$ cat src/fbfl_pkg.sv
package fbfl_pkg;

  localparam int POOL_BLOCKS_DEF = 256;

  localparam int STATUS_W = 2;
  localparam int INDEX_W  = 8;
  localparam int COUNT_W  = 9;

  localparam logic [STATUS_W-1:0] STATUS_OK        = 2'd0;
  localparam logic [STATUS_W-1:0] STATUS_EXHAUSTED = 2'd1;
  localparam logic [STATUS_W-1:0] STATUS_RANGE     = 2'd2;

  localparam logic REQ_ALLOC = 1'b0;
  localparam logic REQ_FREE  = 1'b1;

  typedef struct packed {
    logic clear_step;
    logic accept_free;
    logic accept_alloc;
    logic alloc_finish;
    logic load_out;
  } fbfl_cmd_t;

  typedef struct packed {
    logic clear_last;
    logic alloc_ok;
  } fbfl_sts_t;

endpackage

$ cat src/fbfl_if.sv
interface fbfl_req_if import fbfl_pkg::*; ();
  logic               valid;
  logic               ready;
  logic               req_type;
  logic [INDEX_W-1:0] free_index;

  modport source (output valid, output req_type, output free_index, input ready);
  modport sink (input valid, input req_type, input free_index, output ready);
endinterface

interface fbfl_rsp_if import fbfl_pkg::*; ();
  logic                valid;
  logic                ready;
  logic [STATUS_W-1:0] status;
  logic [INDEX_W-1:0]  block_index;
  logic [COUNT_W-1:0]  used_count;

  modport source (output valid, output status, output block_index, output used_count,
                  input ready);
  modport sink (input valid, input status, input block_index, input used_count,
                output ready);
endinterface

$ cat src/fbfl_ram.sv
module fbfl_ram #(
  parameter int WIDTH = 9,
  parameter int DEPTH = 256
) (
  input  logic                     clk,
  input  logic                     wr_en,
  input  logic [$clog2(DEPTH)-1:0] wr_addr,
  input  logic [WIDTH-1:0]         wr_data,
  input  logic [$clog2(DEPTH)-1:0] rd_addr,
  output logic [WIDTH-1:0]         rd_data
);

  logic [WIDTH-1:0] mem [DEPTH];

  always_ff @(posedge clk) begin
    if (wr_en) begin
      mem[wr_addr] <= wr_data;
    end
    rd_data <= mem[rd_addr];
  end

endmodule

$ cat src/fbfl_ctrl.sv
module fbfl_ctrl import fbfl_pkg::*; (
  input  logic       clk,
  input  logic       rst,
  input  logic       in_valid,
  input  logic       in_req_type,
  output logic       in_ready,
  output logic       out_valid,
  input  logic       out_ready,
  input  fbfl_sts_t  sts,
  output fbfl_cmd_t  cmd
);

  localparam logic [1:0] S_CLEAR = 2'd0;
  localparam logic [1:0] S_IDLE  = 2'd1;
  localparam logic [1:0] S_ALLOC = 2'd2;

  logic [1:0] state;
  logic [1:0] state_next;
  logic       out_valid_next;
  logic       accept;

  always_comb begin
    in_ready = (state == S_IDLE) && (!out_valid || out_ready);
    accept   = in_valid && in_ready;

    cmd.clear_step   = (state == S_CLEAR);
    cmd.accept_free  = accept && (in_req_type == REQ_FREE);
    cmd.accept_alloc = accept && (in_req_type == REQ_ALLOC);
    cmd.alloc_finish = (state == S_ALLOC);
    cmd.load_out     = cmd.accept_free || (cmd.accept_alloc && !sts.alloc_ok) ||
                       cmd.alloc_finish;

    out_valid_next = cmd.load_out ? 1'b1 : (out_valid && !out_ready);

    state_next = state;
    case (state)
      S_CLEAR: begin
        if (sts.clear_last) begin
          state_next = S_IDLE;
        end
      end
      S_IDLE: begin
        if (cmd.accept_alloc && sts.alloc_ok) begin
          state_next = S_ALLOC;
        end
      end
      S_ALLOC: begin
        state_next = S_IDLE;
      end
      default: begin
        state_next = S_CLEAR;
      end
    endcase
  end

  always_ff @(posedge clk) begin
    if (rst) begin
      state     <= S_CLEAR;
      out_valid <= 1'b0;
    end else begin
      state     <= state_next;
      out_valid <= out_valid_next;
    end
  end

endmodule

$ cat src/fbfl_datapath.sv
module fbfl_datapath import fbfl_pkg::*; #(
  parameter int POOL_BLOCKS = POOL_BLOCKS_DEF
) (
  input  logic                clk,
  input  logic                rst,
  input  fbfl_cmd_t           cmd,
  output fbfl_sts_t           sts,
  input  logic [INDEX_W-1:0]  free_index,
  output logic [STATUS_W-1:0] status,
  output logic [INDEX_W-1:0]  block_index,
  output logic [COUNT_W-1:0]  used_count
);

  localparam int AW = $clog2(POOL_BLOCKS);
  localparam int IW = $clog2(POOL_BLOCKS + 1);
  localparam int XW = (IW > INDEX_W) ? IW : INDEX_W + 1;

  logic [AW-1:0]       clr_addr;
  logic [IW-1:0]       head;
  logic [IW-1:0]       head_next;
  logic [IW-1:0]       count;
  logic [IW-1:0]       count_next;
  logic [XW-1:0]       idx_ext;
  logic [XW-1:0]       head_ext;
  logic [XW-1:0]       count_ext;
  logic                idx_ok;
  logic                wr_en;
  logic [AW-1:0]       wr_addr;
  logic [IW-1:0]       wr_data;
  logic [IW-1:0]       rd_data;
  logic [STATUS_W-1:0] res_status;
  logic [INDEX_W-1:0]  res_block;

  // next-index table
  fbfl_ram #(
    .WIDTH (IW),
    .DEPTH (POOL_BLOCKS)
  ) u_table (
    .clk     (clk),
    .wr_en   (wr_en),
    .wr_addr (wr_addr),
    .wr_data (wr_data),
    .rd_addr (head[AW-1:0]),
    .rd_data (rd_data)
  );

  always_comb begin
    idx_ext  = XW'(free_index);
    head_ext = XW'(head);
    idx_ok   = idx_ext < XW'(POOL_BLOCKS);

    sts.alloc_ok   = (count < IW'(POOL_BLOCKS)) && (head < IW'(POOL_BLOCKS));
    sts.clear_last = (clr_addr == AW'(POOL_BLOCKS - 1));

    // clearing pass writes entry n with n plus one
    wr_en   = cmd.clear_step;
    wr_addr = clr_addr;
    wr_data = IW'(clr_addr) + IW'(1);
    if (cmd.accept_free && idx_ok) begin
      wr_en   = 1'b1;
      wr_addr = idx_ext[AW-1:0];
      wr_data = head;
    end

    head_next  = head;
    count_next = count;
    if (cmd.accept_free && idx_ok) begin
      head_next  = idx_ext[IW-1:0];
      count_next = (count == '0) ? count : count - IW'(1);
    end else if (cmd.alloc_finish) begin
      head_next  = rd_data;
      count_next = count + IW'(1);
    end
    count_ext = XW'(count_next);

    if (cmd.accept_free) begin
      res_status = idx_ok ? STATUS_OK : STATUS_RANGE;
    end else if (cmd.accept_alloc) begin
      res_status = STATUS_EXHAUSTED;
    end else begin
      res_status = STATUS_OK;
    end
    res_block = cmd.alloc_finish ? head_ext[INDEX_W-1:0] : '0;
  end

  always_ff @(posedge clk) begin
    if (rst) begin
      clr_addr <= '0;
      head     <= '0;
      count    <= '0;
    end else begin
      if (cmd.clear_step) begin
        clr_addr <= clr_addr + AW'(1);
      end
      head  <= head_next;
      count <= count_next;
    end
  end

  always_ff @(posedge clk) begin
    if (cmd.load_out) begin
      status      <= res_status;
      block_index <= res_block;
      used_count  <= count_ext[COUNT_W-1:0];
    end
  end

endmodule

$ cat src/fixed_block_free_list_core.sv
// results: a free or a refused allocate shows its result in the cycle after acceptance;
// a granted allocate's result waits on the registered read of the next-index table first
// throughput: 1 item per cycle for frees while results are taken; a granted allocate
// holds off the next item; the output register lets a new item in during the cycle
// its result is taken. reset: synchronous; a clearing pass rebuilds the table entry by
// entry, during which no item is accepted
module fixed_block_free_list_core import fbfl_pkg::*; #(
  parameter int POOL_BLOCKS = POOL_BLOCKS_DEF
) (
  input logic       clk,
  input logic       rst,
  fbfl_req_if.sink  req,
  fbfl_rsp_if.source rsp
);

  fbfl_cmd_t cmd;
  fbfl_sts_t sts;

  fbfl_ctrl u_ctrl (
    .clk         (clk),
    .rst         (rst),
    .in_valid    (req.valid),
    .in_req_type (req.req_type),
    .in_ready    (req.ready),
    .out_valid   (rsp.valid),
    .out_ready   (rsp.ready),
    .sts         (sts),
    .cmd         (cmd)
  );

  fbfl_datapath #(
    .POOL_BLOCKS (POOL_BLOCKS)
  ) u_datapath (
    .clk         (clk),
    .rst         (rst),
    .cmd         (cmd),
    .sts         (sts),
    .free_index  (req.free_index),
    .status      (rsp.status),
    .block_index (rsp.block_index),
    .used_count  (rsp.used_count)
  );

endmodule

$ cat src/flat_wrapper.sv
// flat-port wrapper written by rule: the top's interface ports become plain ports
module fixed_block_free_list_core_flat import fbfl_pkg::*;
#(
  parameter int POOL_BLOCKS = POOL_BLOCKS_DEF
)
  (clk, rst, req_valid, req_req_type, req_free_index, req_ready, rsp_valid, rsp_status, rsp_block_index, rsp_used_count, rsp_ready);
  fbfl_req_if req_i ();
  fbfl_rsp_if rsp_i ();
  input logic clk;
  input logic rst;
  input wire logic [$bits(req_i.valid)-1:0] req_valid;
  input wire logic [$bits(req_i.req_type)-1:0] req_req_type;
  input wire logic [$bits(req_i.free_index)-1:0] req_free_index;
  output wire logic [$bits(req_i.ready)-1:0] req_ready;
  output wire logic [$bits(rsp_i.valid)-1:0] rsp_valid;
  output wire logic [$bits(rsp_i.status)-1:0] rsp_status;
  output wire logic [$bits(rsp_i.block_index)-1:0] rsp_block_index;
  output wire logic [$bits(rsp_i.used_count)-1:0] rsp_used_count;
  input wire logic [$bits(rsp_i.ready)-1:0] rsp_ready;
  assign req_i.valid = req_valid;
  assign req_i.req_type = req_req_type;
  assign req_i.free_index = req_free_index;
  assign req_ready = req_i.ready;
  assign rsp_valid = rsp_i.valid;
  assign rsp_status = rsp_i.status;
  assign rsp_block_index = rsp_i.block_index;
  assign rsp_used_count = rsp_i.used_count;
  assign rsp_i.ready = rsp_ready;
  fixed_block_free_list_core #(.POOL_BLOCKS(POOL_BLOCKS)) u_core (.clk(clk), .rst(rst), .req(req_i), .rsp(rsp_i));
endmodule
$ cat config.mk
export PLATFORM = sky130hd
export DESIGN_NAME = fixed_block_free_list_core_flat
export DESIGN_NICKNAME = d
export VERILOG_FILES = /design/src/fbfl_pkg.sv /design/src/fbfl_if.sv /design/src/fbfl_ram.sv /design/src/fbfl_ctrl.sv /design/src/fbfl_datapath.sv /design/src/fixed_block_free_list_core.sv /design/src/flat_wrapper.sv
export SDC_FILE = /design/constraint.sdc
export NUM_CORES = 2
export LEC_CHECK = 0
export BUFFER_PORTS_ARGS = -buffer_cell sky130_fd_sc_hd__buf_2
export CORE_ASPECT_RATIO = 0.6
export CORE_MARGIN = 4
export CORE_UTILIZATION = 29
export DETAILED_ROUTE_END_ITERATION = 10
export PLACE_DENSITY = 0.42
export RECOVER_POWER = 25
export SLEW_MARGIN = 20
export SYNTH_ARGS = -nofsm -noshare
export SYNTH_HDL_FRONTEND = slang
export SYNTH_SLANG_ARGS = --single-unit
$ cat constraint.sdc
create_clock -name clk -period 15.27 [get_ports clk]
set_input_delay 1.527 -clock clk [delete_from_list [all_inputs] [get_ports clk]]
set_output_delay 1.527 -clock clk [all_outputs]
set_load 0.02 [all_outputs]
==> results.txt <==
Outcome: complete, but fails checks
Violated checks: capacitance limit, slew limit
DR vias: 46600
Worst hold stages: 2
Die Span Y: 443 um
MaxCap Viol Count: 24
Max incr delay on CP: 6060 ps
Share of layout cells above drive strength 1: 22.4%
Critical path depth: 6
Total routed wirelength: 294000 um
GRT Overall Usage: 17.6%
Routability-driven placement congestion ratio: 0.860
CTS tree: done
Clock-pin slew on the worst setup and hold paths: 80 ps
Post-CTS setup buffer count: 0
RSZ-0062 raised after global routing: no
Synth Area per Inst: 20.6 um2
Hold-fix buffer count after cts: 0
CTS Buf Count: 220
Simple-Gate Fraction of Synth Area: 2.95%
Starting density of the core: 29.2%
Post-synth net total: 4463
Mapped cell area: 91600 um2
CP startpoint kind: primary input
Vias in the first global route: 45000
Post-layout min period: 9470 ps
DR WL/cell: 32.9 um
Pwr Density: 124 nW/um2
Resized cells post-CTS: 0
Setup CP Type: primary input to flip-flop
Largest family of logic cells by synthesized area: multiplexers
I/O pin cnt: 34
CTS H-tree depth: 4
Setup TNS: 0 ps
Final net count: 4589
Area leader, netlist: edfxtp_1
Register area share after synthesis: 76.9%
CP required: 14640 ps
Post-synthesis register bit count: 2360
DR iter-0 viols: 6054
Post-DP HPWL: 185000 um
Hold Crit Class: flip-flop to flip-flop
Worst Setup End Kind: flip-flop
Share of the synthesized area in the top cell type: 76.1%
Critical-path cell list: buf_2, nor2b_1, nor2_1, and3_1, o21ai_0, clkbuf_1
Die W: 734 um
Synth cell types: 70
Layout fillers: 29500
Fmax: 106 MHz
Worst Tran Pin Value: 8790 ps
Most common cell after layout, fill and taps aside: edfxtp_1
Remaining global-route overflow: 0
EDFF count, synth: 2322
Mapped Cells: 4447
CTS Buffer Depth: 4
Post-synthesis compound-gate area fraction: 3.93%
CTS root buf: clkbuf_16
Post-Synth Adder-Cell Area: 0.0410%
Largest net degree at the start of global routing: 163
Worst R2R Path Depth: 5
Period utilisation layout: 62.0%
Skew final: 60.9 ps
Arr. time, crit path: 8840 ps
Die area: 325000 um2
Row cnt: 159
Xor-xnor portion of the synthesized cell area: 0.182%
Fin. max-slew vios: 1118
Remaining DRCs: 0
Fraction of synthesized area in multiplexers: 14.3%
Final hold vios: 0
Clock net sink count: 2360
Vias per cell: 5.22
Routed Antenna Nets: 0
Ys Warns: 0
First-pass GRT wire length: 399000 um
Leak pwr: 30.2 nW
Final core occ: 33.1%
Crit-path max FO: 162
Top post-synthesis cells by area: edfxtp_1 (76%), mux4_2 (12%), mux2i_1 (1.9%), nor2_1 (1.4%), a22oi_1 (1.3%)
Slowest-stage cell, CP: clkbuf_1
Async SR Flop Fraction: 0%
Final setup vio count: 0
Top FF cell, synth: edfxtp_1
Synthesis-to-layout area growth: 13.4%
Most frequent cells in the layout: edfxtp_1 (2322), mux4_2 (499), nor2_1 (265)
Maximum vdd drop: 0.0000795 V
DRT Pass-1 Iters: 5
Worst path bufs/invs: 2
Clk_lat worst skew: 880 ps
Core box area: 314000 um2
# port buffers: 32
Crit path max-delay family: buffers and inverters
Max transition margin: -486%
Initial antenna violation count: 27
## worst min-delay path: cells and delay by family, from the launching register on
kind,cells,cell delay (ps)
flops,1,380
simple gates,1,90
compound gates,1,60
## through the flow
stage,cell area (um2),total power (W),std cells,setup slack [ps],hold WS (ps)
global route,104000,0.0132,8935,5250,614
finish,104000,0.0128,8938,5800,578
CTS,104000,0.0129,8931,9960,562
floorplan,91600,0.00735,4447,495,488
global placement,96800,0.00744,8528,9560,547
detailed placement,97100,0.00744,8534,9650,537
## cell type report
class                   count  area, um2  share of cell area, %
diodes                      4       10.0                0.00963
clock buffers             269       5780                   5.56
clock inverters           128       1170                   1.13
inverters                   8       30.0                 0.0289
multi-input cells        1812      19900                   19.1
flip-flops and latches   2360      70500                   67.8
well taps                4186       5240                   5.04
repair buffers            171       1290                   1.25
## routing by layer
layer  track usage (%)  vias up  wire (um)
li1                  -    18800          -
met1              29.5    25700     150000
met2              22.0     1903     111000
met3              5.14      312      27800
met4              2.94        2       4920
met5                 0        -         14
## cells by family after synthesis
family	Yosys count
flops	2360
buf+inv	275
compound gates	516
other cells	1
xor+xnor	19
mux	679
simple gates	594
fa+ha+maj	3
## flip-flops by register name (all words and copies together), names as in the netlist, 2 cells and up
register	cells
u_core.u_datapath.u_table.rd_data	9
u_core.u_datapath.count	9
u_core.u_datapath.used_count	9
u_core.u_datapath.block_index	8
u_core.u_datapath.clr_addr	8
u_core.u_datapath.u_table.mem	2304
u_core.u_datapath.head	9
u_core.u_ctrl.state	2
## final timing paths
kind,slack [ps],from,to
max,5800,rsp_ready,u_core.u_datapath.u_table.mem[124][7]
min,580,u_core.u_datapath.clr_addr[1],u_core.u_datapath.clr_addr[1]
max reg2reg,5830,u_core.u_datapath.head[4],u_core.u_datapath.u_table.mem[124][4]
min reg2reg,580,u_core.u_datapath.clr_addr[1],u_core.u_datapath.clr_addr[1]
## where the power goes
part | switching (W) | internal [W]
sequential | 0.00000873 | 0.00711
combinational | 0.000164 | 0.0000209
clock | 0.00250 | 0.00304
total | 0.00267 | 0.0102
## cells in the mapped netlist, types with 5 or more instances
library cell,number
a2111oi_0,5
a211oi_1,22
a21oi_1,109
a22o_1,21
a22oi_1,159
a311oi_1,5
a31oi_1,16
a41oi_1,5
and2_1,18
and3_1,7
buf_1,14
buf_12,7
buf_2,52
buf_4,37
buf_6,13
buf_8,10
clkbuf_1,134
dfxtp_1,38
edfxtp_1,2322
mux2_2,5
mux2i_1,174
mux4_2,499
nand2_1,68
nand2b_1,26
nand3_1,32
nand3b_1,7
nor2_1,331
nor2b_1,22
nor3_1,16
nor4_1,22
o21ai_0,53
o221ai_1,54
o22a_1,6
o22ai_1,21
o32ai_1,9
or2_2,21
or3_1,5
xnor2_1,13
xor2_1,6
No activity file was read; power rests on OpenSTA's default activity.
